File: config.mk
export PLATFORM = sky130hd
export DESIGN_NAME = vgph_queue
export DESIGN_NICKNAME = d
export VERILOG_FILES = /design/src/sv/vgph_pkg.sv /design/src/sv/vgph_queue.sv
export SDC_FILE = /design/constraint.sdc
export NUM_CORES = 1
export LEC_CHECK = 0
export BUFFER_PORTS_ARGS = -buffer_cell sky130_fd_sc_hd__clkbuf_2
export CORE_UTILIZATION = 40
export CTS_CLUSTER_DIAMETER = 60
export DETAILED_ROUTE_END_ITERATION = 10
export PLACE_DENSITY_LB_ADDON = 0.15
export SETUP_SLACK_MARGIN = 0.2
export SLEW_MARGIN = 20
export SYNTH_ARGS = -nofsm -noshare
export SYNTH_HDL_FRONTEND = slang
export SYNTH_SLANG_ARGS = --single-unit
File: constraint.sdc
create_clock -name clk -period 2.9 [get_ports clk]
set_input_delay 0.145 -clock clk [delete_from_list [all_inputs] [get_ports clk]]
set_output_delay 0.145 -clock clk [all_outputs]
set_load 0.01 [all_outputs]
File: src/sv/vgph_pkg.sv
// ============================================================================
// vgph_pkg
// Shared types and codes of the voxel grid point histogram unit.
// ============================================================================
package vgph_pkg;

    localparam int DATA_W    = 32;
    localparam int OUT_CNT_W = 16;
    localparam int RIDX_W    = 6;
    localparam int CMD_W     = 2;
    localparam int CFG_IDX_W = 3;
    localparam int OPQ_DEPTH = 8;
    localparam int OPQ_PTR_W = 3;
    localparam int OPQ_CNT_W = 4;

    localparam logic [CMD_W-1:0] CMD_ADD   = 2'd0;
    localparam logic [CMD_W-1:0] CMD_CLEAR = 2'd1;
    localparam logic [CMD_W-1:0] CMD_READ  = 2'd2;

    localparam logic [CFG_IDX_W-1:0] CFG_ORIGIN_X  = 3'd0;
    localparam logic [CFG_IDX_W-1:0] CFG_ORIGIN_Y  = 3'd1;
    localparam logic [CFG_IDX_W-1:0] CFG_ORIGIN_Z  = 3'd2;
    localparam logic [CFG_IDX_W-1:0] CFG_INV_VOXEL = 3'd3;
    localparam logic [CFG_IDX_W-1:0] CFG_THRESHOLD = 3'd4;

    localparam logic [DATA_W-1:0] INV_VOXEL_RESET = 32'd65536;

    typedef enum logic [1:0] {
        OP_NONE  = 2'd0,
        OP_ADD   = 2'd1,
        OP_CLEAR = 2'd2,
        OP_READ  = 2'd3
    } op_kind_t;

    typedef enum logic [1:0] {
        B_INIT   = 2'd0,
        B_IDLE   = 2'd1,
        B_ACCESS = 2'd2,
        B_CLEAR  = 2'd3
    } back_state_t;

    typedef struct packed {
        logic [CMD_W-1:0]         command;
        logic signed [DATA_W-1:0] point_x;
        logic signed [DATA_W-1:0] point_y;
        logic signed [DATA_W-1:0] point_z;
        logic [RIDX_W-1:0]        read_i;
        logic [RIDX_W-1:0]        read_j;
        logic [RIDX_W-1:0]        read_k;
    } point_item_t;

    typedef struct packed {
        logic                 in_grid;
        logic [OUT_CNT_W-1:0] voxel_count;
        logic                 occupied;
        logic                 saturated;
    } result_t;

    typedef struct packed {
        logic init_busy;
    } back_status_t;

endpackage

File: src/sv/vgph_queue.sv
// ============================================================================
// vgph_queue
// Short operation queue between the front and back sections.
// ============================================================================
module vgph_queue
    import vgph_pkg::*;
#(
    parameter int WIDTH = 20
) (
    input  logic                 clk,
    input  logic                 rst_n,
    input  logic                 push,
    input  logic [WIDTH-1:0]     wdata,
    input  logic                 pop,
    output logic [WIDTH-1:0]     rdata,
    output logic                 empty,
    output logic [OPQ_CNT_W-1:0] count
);

    logic [WIDTH-1:0]     entry_reg [OPQ_DEPTH];
    logic [OPQ_PTR_W-1:0] wr_ptr_reg, wr_ptr_next;
    logic [OPQ_PTR_W-1:0] rd_ptr_reg, rd_ptr_next;
    logic [OPQ_CNT_W-1:0] count_reg, count_next;
    logic                 do_pop;

    assign empty  = (count_reg == '0);
    assign count  = count_reg;
    assign rdata  = entry_reg[rd_ptr_reg];
    assign do_pop = pop && !empty;

    always_comb
    begin
        wr_ptr_next = push   ? wr_ptr_reg + 1'b1 : wr_ptr_reg;
        rd_ptr_next = do_pop ? rd_ptr_reg + 1'b1 : rd_ptr_reg;
        count_next  = count_reg;
        if (push && !do_pop)
        begin
            count_next = count_reg + 1'b1;
        end
        else if (!push && do_pop)
        begin
            count_next = count_reg - 1'b1;
        end
    end

    always_ff @(posedge clk or negedge rst_n)
    begin
        if (!rst_n)
        begin
            wr_ptr_reg <= '0;
            rd_ptr_reg <= '0;
            count_reg  <= '0;
        end
        else
        begin
            wr_ptr_reg <= wr_ptr_next;
            rd_ptr_reg <= rd_ptr_next;
            count_reg  <= count_next;
        end
    end

    always_ff @(posedge clk)
    begin
        if (push)
        begin
            entry_reg[wr_ptr_reg] <= wdata;
        end
    end

endmodule

# Word level (Yosys, flattened, before mapping)
# Memory sizes are Yosys's and may differ from the RTL's.
# Index checks and enable logic that the tools add are counted.
# totals
inputBits	24
n_memories	1
mem_bits_rw	160
output_inout_bits	25
ff_bits	10
elab_cells	20
# classes
muxes	4
addsub	4
n_reduce_logical	8
# memory_table
name	words	word_bits	read_ports	rd_clocked_by_memory_dff	wr	line_no	text
entry_reg	8	20	1	0	1	vgph_queue.sv:20	logic [WIDTH-1:0] entry_reg [OPQ_DEPTH];
# ops
op	n
$mux W4	2
$add A3 B1 Y3 const B	2
$add A4 B1 Y4 const B	1
$logic_not A4 Y1	1
$sub A4 B1 Y4 const B	1
$logic_and A1 B1 Y1	3
$logic_not A1 Y1	3
$mux W1	2
$reduce_bool A2 Y1	1

# Logic depth before layout (Yosys ltp)
# Gate-level depths: netlist of run 1.
# depth
depth_word	6
ltp_mapped	7
mapped_depth_nobuf	7

# Worst setup path after synthesis of run 1
# Ideal clock, no wire load.
# synth_timing
path_type	register to register
startpoint	reg count_reg[0] (netlist: count[0])
endpoint	reg count_reg[3] (netlist: count[3])
arrival_ps	2414
setup_slack_ps	356
required_ps	2769
setup_ps	131
stages_incl_launch_ff	8
path_buffers	0
path_cell_list	dfrtp_1 o41ai_2 ha_1 inv_1 ha_1 or4_1 o211ai_1 o211ai_1
# synth_via
elab_chain_len	6
elab_cells_between_ends	11
# synth_rtl
item	line_no	text
from (decl)	vgph_queue.sv:23	logic [OPQ_CNT_W-1:0] count_reg, count_next;
from (signal assigned)	vgph_queue.sv:58	count_reg <= count_next;
branches (longest 6 deep; another with $sub A4 B1 Y4)	-	
# Parallel ways; which one is timed is not known. The select of a mux whose other input is x is not followed.
# A chain may end at the register's enable or synchronous reset.

# Final worst setup path of run 1
# Same ends and word-level chain as after synthesis.

==> run_results.csv, run 1 <==
group,metric,value,unit
status,status,"finished clean",
drt,drc_errors,0,
drt,wl_met2,5980,um
synthesis,synth_edf_count,160,
floorplanning,dieHeight,132,um
final_layout,largest_register_ffs,160,
synthesis,syn_area,6780,sq um
power_and_ir_drop,power_density,969,nW/um^2
synthesis,ys_async_sr_fraction,0.0588,
floorplanning,die-area,17500,sq um
sta,slew_headroom,0.592,
floorplanning,start_util,0.409,
drt,initialDrtViolationCount,160,
clocking,clk_path_buf_depth,2,
worst_setup_path,worstRegToRegCells,7,
sta,fin_crit,2500,ps
sta,tns,0,ps
clocking,insertion_delay,420,ps
drt,highest_layer,"met4",
place,routabilityCongestion,0.715,
clocking,clockRootBuffer,"clkbuf_16",
sta,finClkSkew,9.38,ps
power_and_ir_drop,p_total,7.88,mW
sta,slew_violations,0,
worst_setup_path,cp-end-kind,"register",
drt,m1WireLength,5610,um
sta,tightest_slew,612,ps
sta,layout_setup_ws,402,ps
worst_setup_path,crit_type,"reg2reg",
synthesis,synth_most_common_cell,"edfxtp_1",
job,cap_violations,0,
global_routing,grt_usage,0.152,
worst_setup_path,cp.required,3200,ps
worst_setup_path,cp-start-kind,"register",
floorplanning,rows,47,
final_layout,drive_gt1_frac,0.331,
drt,wl_per_cell,20.0,um
floorplanning,fp.coreArea,16600,sq um
final_layout,syn_to_final_growth,20.0,%
clocking,cts_tree,"done",
synthesis,synth-main-ff-cell,"edfxtp_1",
hold_path,hp-class,"in2reg",
clocking,h-tree-depth,4,
final_layout,fillCellCount,1390,
worst_setup_path,arrival,2800,ps
final_layout,diodes,0,
sta,period_share,0.861,
synthesis,synth.area.top_cells,"edfxtp_1 71%, mux4_1 15%, mux2_2 3.8%",
final_layout,fin_nets,408,
place,post-place-ws,294,ps
synthesis,synth_top_cell_by_area,"edfxtp_1",
worst_setup_path,rr_startpoint,"count[0]",
power_and_ir_drop,p_leak,2.84,nW
sta,rsz0062_at_grt,"no",
synthesis,netlist_top_cells_count,"160 x edfxtp_1, 39 x mux4_1, 23 x mux2_2",
synthesis,ys_ff_latch,170,
drt,vias,3117,
synthesis,syn_area_per_cell,23.2,sq um
drt,vias_per_cell,5.11,
floorplanning,num_io_pins,49,
drt,antenna_left,0,
synthesis,synth_cells,292,
global_routing,grt_max_degree,43,
global_routing,antenna_found_initial,0,
global_routing,overflow,0,
clocking,cts_buffers,17,
sta,setup_viol,0,
drt,wl,12200,um
synthesis,synth_cell_types,29,
synthesis,syn_nets,322,
global_routing,first_global_vias,3257,
synthesis,synth.top_cell.area_share,0.709,
global_routing,grt_pass1_wl,19200,um
sta,fmax,400,MHz
clocking,post_cts_buffers,0,
synthesis,yosys_warnings,0,
floorplanning,dieWidth,132,um
clocking,clk_pin_slew,60,ps
clocking,clkSinkCount,170,
worst_setup_path,regToRegSetupSlack,400,ps
drt,wl_met3,398,um
synthesis,yosysSeqAreaShare,0.746,
place,hpwl,7090,um
worst_setup_path,cp_max_fo,7,
sta,hold_viol,0,
worst_setup_path,critical_path.reg2reg.endpoint,"count[3]",
worst_setup_path,startpoint,"count[0]",
drt,dr.pass1.iters,4,
place,port-buffer-count,48,
worst_setup_path,endpoint,"count[3]",
power_and_ir_drop,peakVddDrop,0.585,mV
-- worst min-delay path by stage --
stage | from | endpoint | slack (ps) | depth (start not counted)
floorplan | rst_n | count[0] | -150 | 0
global placement | rst_n | count[2] | 30 | 1
detailed placement | rst_n | count[2] | 30 | 1
CTS | wdata[7] | entry_reg[7][7] | 0.04 | 1
global route | wdata[19] | entry_reg[6][19] | 20 | 1
finish | wdata[7] | entry_reg[4][7] | 10 | 1
-- layout by cell type (no fill, tap or decap), types with 2 or more instances in the layout --
cell,synthesis,final
buf_4,0,17
nor2_2,0,6
o211ai_1,2,2
buf_12,0,2
clkbuf_16,0,17
xor2_1,2,2
nor3_2,0,2
xnor2_1,4,4
a21oi_1,2,2
clkinvlp_4,0,2
nand3_1,2,2
bufinv_16,0,3
clkinv_4,0,3
mux4_1,39,39
nand2_1,5,5
dfrtp_1,10,9
clkbuf_2,0,48
dlygate4sd3_1,0,13
edfxtp_1,160,160
clkinv_1,0,4
inv_1,2,2
mux2_2,23,23
nand2b_1,3,3
clkinv_2,0,2
ha_1,5,4
-- critical path: stages (launching register included) --
cell,delay [ps]
dfrtp_1,490
o41ai_4,440
ha_4,220
inv_1,100
ha_1,360
or4_1,540
o211ai_1,110
o211ai_1,100
-- layer usage --
| layer | up-vias | track usage |
|---|---|---|
| met5 | - | 0 |
| met4 | 0 | 0.0607 |
| met3 | 16 | 0.0438 |
| met2 | 58 | 0.241 |
| met1 | 1616 | 0.198 |
| li1 | 1427 | - |
-- where the power goes --
| group | switching, mW | internal, mW | total [mW] |
|---|---|---|---|
| registers | 0.188 | 3.10 | 3.29 |
| logic | 1.19 | 1.19 | 2.39 |
| clock network | 0.870 | 1.34 | 2.21 |
| total | 2.25 | 5.63 | 7.88 |
-- final cells by class --
| cell class | instances | area [sq um] | area share |
|---|---|---|---|
| sequential | 170 | 5060 | 0.622 |
| multi-input combinational | 107 | 1670 | 0.206 |
| inverter | 2 | 7.51 | 0.000923 |
| clock inverter | 14 | 156 | 0.0192 |
| clock buffer | 17 | 425 | 0.0523 |
| tap | 220 | 275 | 0.0338 |
| timing repair buffer | 80 | 538 | 0.0662 |
-- metrics by stage --
| stage | hold slack [ps] | util | cell area [sq um] | instances |
|---|---|---|---|---|
| 3_3_place_gp | 31.4 | 0.446 | 7400 | 566 |
| 2_1_floorplan | -151 | - | 6780 | 292 |
| 6_report | 9.79 | 0.490 | 8130 | 610 |
| 5_1_grt | 16.2 | 0.490 | 8130 | 610 |
| 3_5_place_dp | 28.4 | 0.446 | 7400 | 566 |
| 4_1_cts | 0.0364 | 0.489 | 8110 | 610 |
-- kinds of logic (layout without fill, tap and decap cells) --
| family | Yosys count | in the layout | synth area share |
|---|---|---|---|
| AND/OR/NAND/NOR | 24 | 24 | 0.0172 |
| XOR/XNOR | 6 | 6 | 0.00775 |
| buffers and inverters | 15 | 113 | 0.0144 |
| AO/OA/AOI/OAI | 7 | 7 | 0.00849 |
| adder cells (fa/ha/maj) | 6 | 6 | 0.0122 |
| multiplexers | 64 | 64 | 0.194 |
| flip-flops | 170 | 170 | 0.746 |
-- repair_timing --
| item | 4_1_cts | 5_1_grt |
|---|---|---|
| hold buffers | 13 | 0 |
| resized for setup | 0 | 3 |
| hold endpoints to repair | 89 | 0 |
| endpoints found under the setup margin | 0 | 1 |
(Power assumes the default switching activity.)
==> run 2, diff against run 1 <==
clock period = 2.2 ns   (was 2.9 ns; I/O delays follow)
==> run 2 against run 1 <==
Compared with the run above: the run now ends with negative setup slack left; register-to-register slack worse by 370 ps; first-iteration DRC count is 41% higher; final cell count is 4.3% higher; combinational power is 76% higher; global-route usage is 1.6 points higher; count of clock-buffer cells in the layout is 1 higher; non-clock buffer count is 26 higher; largest power group unchanged.
==> run_results.csv, run 2 (synthesis results as in run 1) <==
group,metric,value,unit
floorplanning,dieHeight,132,um
sta,slew_violations,0,
sta,setup_viol,7,
clocking,cts_buffers,17,
worst_setup_path,cp_max_fo,6,
sta,fin_crit,2220,ps
worst_setup_path,cp_num_buf_inv,4,
clocking,clk_path_buf_depth,2,
final_layout,multi_input_area,1630,sq um
sta,finClkSkew,3.90,ps
job,cap_violations,0,
place,routabilityCongestion,0.687,
worst_setup_path,cp-start-kind,"register",
hold_path,hp-class,"in2async",
global_routing,grt_usage,0.168,
final_layout,fin_util,0.515,
place,post-place-ws,-32.1,ps
worst_setup_path,crit_chain,"buf_12 -> buf_12 -> buf_16 -> mux4_2 -> mux2_4 -> buf_8",
final_layout,fillCellCount,1367,
worst_setup_path,crit_type,"reg2out",
worst_setup_path,cp_common_cell,"buf_12",
worst_setup_path,startpoint,"rd_ptr_reg[0]",
floorplanning,rows,47,
place,placed_area,7510,sq um
final_layout,layout.cells.most_common,"edfxtp_1",
status,status,"finished with violations",
drt,initialDrtViolationCount,225,
floorplanning,fp.coreArea,16600,sq um
final_layout,fin_area,8530,sq um
global_routing,grt_max_degree,43,
power_and_ir_drop,peakVddDrop,0.617,mV
drt,antenna_left,0,
worst_setup_path,arrival,2110,ps
sta,period_share,1.01,
drt,dr.pass1.iters,7,
clocking,clkSinkCount,170,
global_routing,grt_pass1_wl,21000,um
final_layout,diodes,0,
final_layout,drive_gt1_frac,0.454,
worst_setup_path,cp-end-kind,"output port",
sta,rsz0062_at_grt,"yes",
drt,vias_per_cell,5.10,
floorplanning,num_io_pins,49,
worst_setup_path,worstRegToRegCells,7,
floorplanning,dieWidth,132,um
drt,wl_per_cell,21.3,um
final_layout,fin_nets,434,
worst_setup_path,regToRegSetupSlack,30,ps
worst_setup_path,cpMaxStageDelayCell,"mux4_2",
power_and_ir_drop,power_density,1360,nW/um^2
final_layout,syn_to_final_growth,25.9,%
drt,wl,13500,um
drt,drc_errors,0,
worst_setup_path,max_stage_delay,500,ps
drt,vias,3246,
floorplanning,start_util,0.409,
global_routing,first_global_vias,3449,
worst_setup_path,critical_path.top_delay_family,"multiplexers",
clocking,h-tree-depth,4,
status,failed_checks,"negative setup slack",
global_routing,antenna_found_initial,0,
sta,fmax,451,MHz
place,port-buffer-count,48,
final_layout,regArea,5060,sq um
sta,layout_setup_ws,-16.2,ps
worst_setup_path,critical_path.reg2reg.endpoint,"count[3]",
clocking,cts_tree,"done",
power_and_ir_drop,p_leak,2.95,nW
floorplanning,die-area,17500,sq um
worst_setup_path,rr_startpoint,"count[1]",
sta,slew_headroom,0.681,
sta,tightest_slew,479,ps
place,hpwl,7210,um
worst_setup_path,cp.required,2090,ps
clocking,clk_pin_slew,60,ps
global_routing,overflow,0,
sta,hold_viol,0,
clocking,clockRootBuffer,"clkbuf_16",
clocking,insertion_delay,410,ps
final_layout,final_cell_mix,"160 x edfxtp_1, 43 x clkbuf_2, 32 x mux4_2",
final_layout,largest_register_ffs,160,
-- run 2: worst max-delay path by stage --
stage | endpoint | depth (start not counted)
final | rdata[12] | 6
after global routing | rdata[12] | 6
after CTS | rdata[8] | 5
after detailed placement | count[3] | 7
after global placement | count[3] | 7
after floorplan | count[3] | 7
-- run 2: layout make-up --
class	count	share of cell area
clock inverters	13	0.0208
inverters	2	0.00117
well taps	220	0.0323
multi-input cells	107	0.191
flip-flops and latches	170	0.593
clock buffers	18	0.0503
repair buffers	106	0.111
-- run 2: through the flow --
step | setup TNS [ps] | power, mW | cells | hold slack (ps)
final | -50.6 | 11.6 | 636 | 95.8
after global routing | -1260 | 12.2 | 636 | 113
after CTS | -710 | 11.6 | 633 | 86.5
after detailed placement | -32.1 | 7.78 | 570 | -1.19
after global placement | 0 | 7.70 | 570 | -7.38
after floorplan | -101 | 6.53 | 292 | -186
-- run 2: worst register-to-register path, delay by kind of cell (launching register included) --
kind / cells / cell delay (ps)
flops: 1 / 420
buf+inv: 1 / 50
simple gates: 1 / 520
compound gates: 3 / 620
fa+ha+maj: 2 / 430
-- run 2: what timing repair did --
item / 4_1_cts / 5_1_grt
resized for setup: 39 / 22
cloned: 4 / 0
endpoints found under the hold margin: 171 / 0
setup endpoints to repair: 21 / 23
hold buffers: 22 / 0
pin swaps: 11 / 7
setup buffers: 6 / 3
-- run 2: metal layers --
layer | track usage | vias up | wire length (um)
li1 | - | 1454 | -
met3 | 0.0438 | 14 | 418
met2 | 0.267 | 66 | 6660
met1 | 0.223 | 1712 | 6240
met5 | 0 | - | 0
met4 | 0.0626 | 0 | 208
-- run 2: where the power goes --
part / total [mW] / internal [mW] / switching (mW)
Clock: 3.04 / 1.88 / 1.16
Sequential: 4.34 / 4.10 / 0.243
Combinational: 4.20 / 2.30 / 1.90
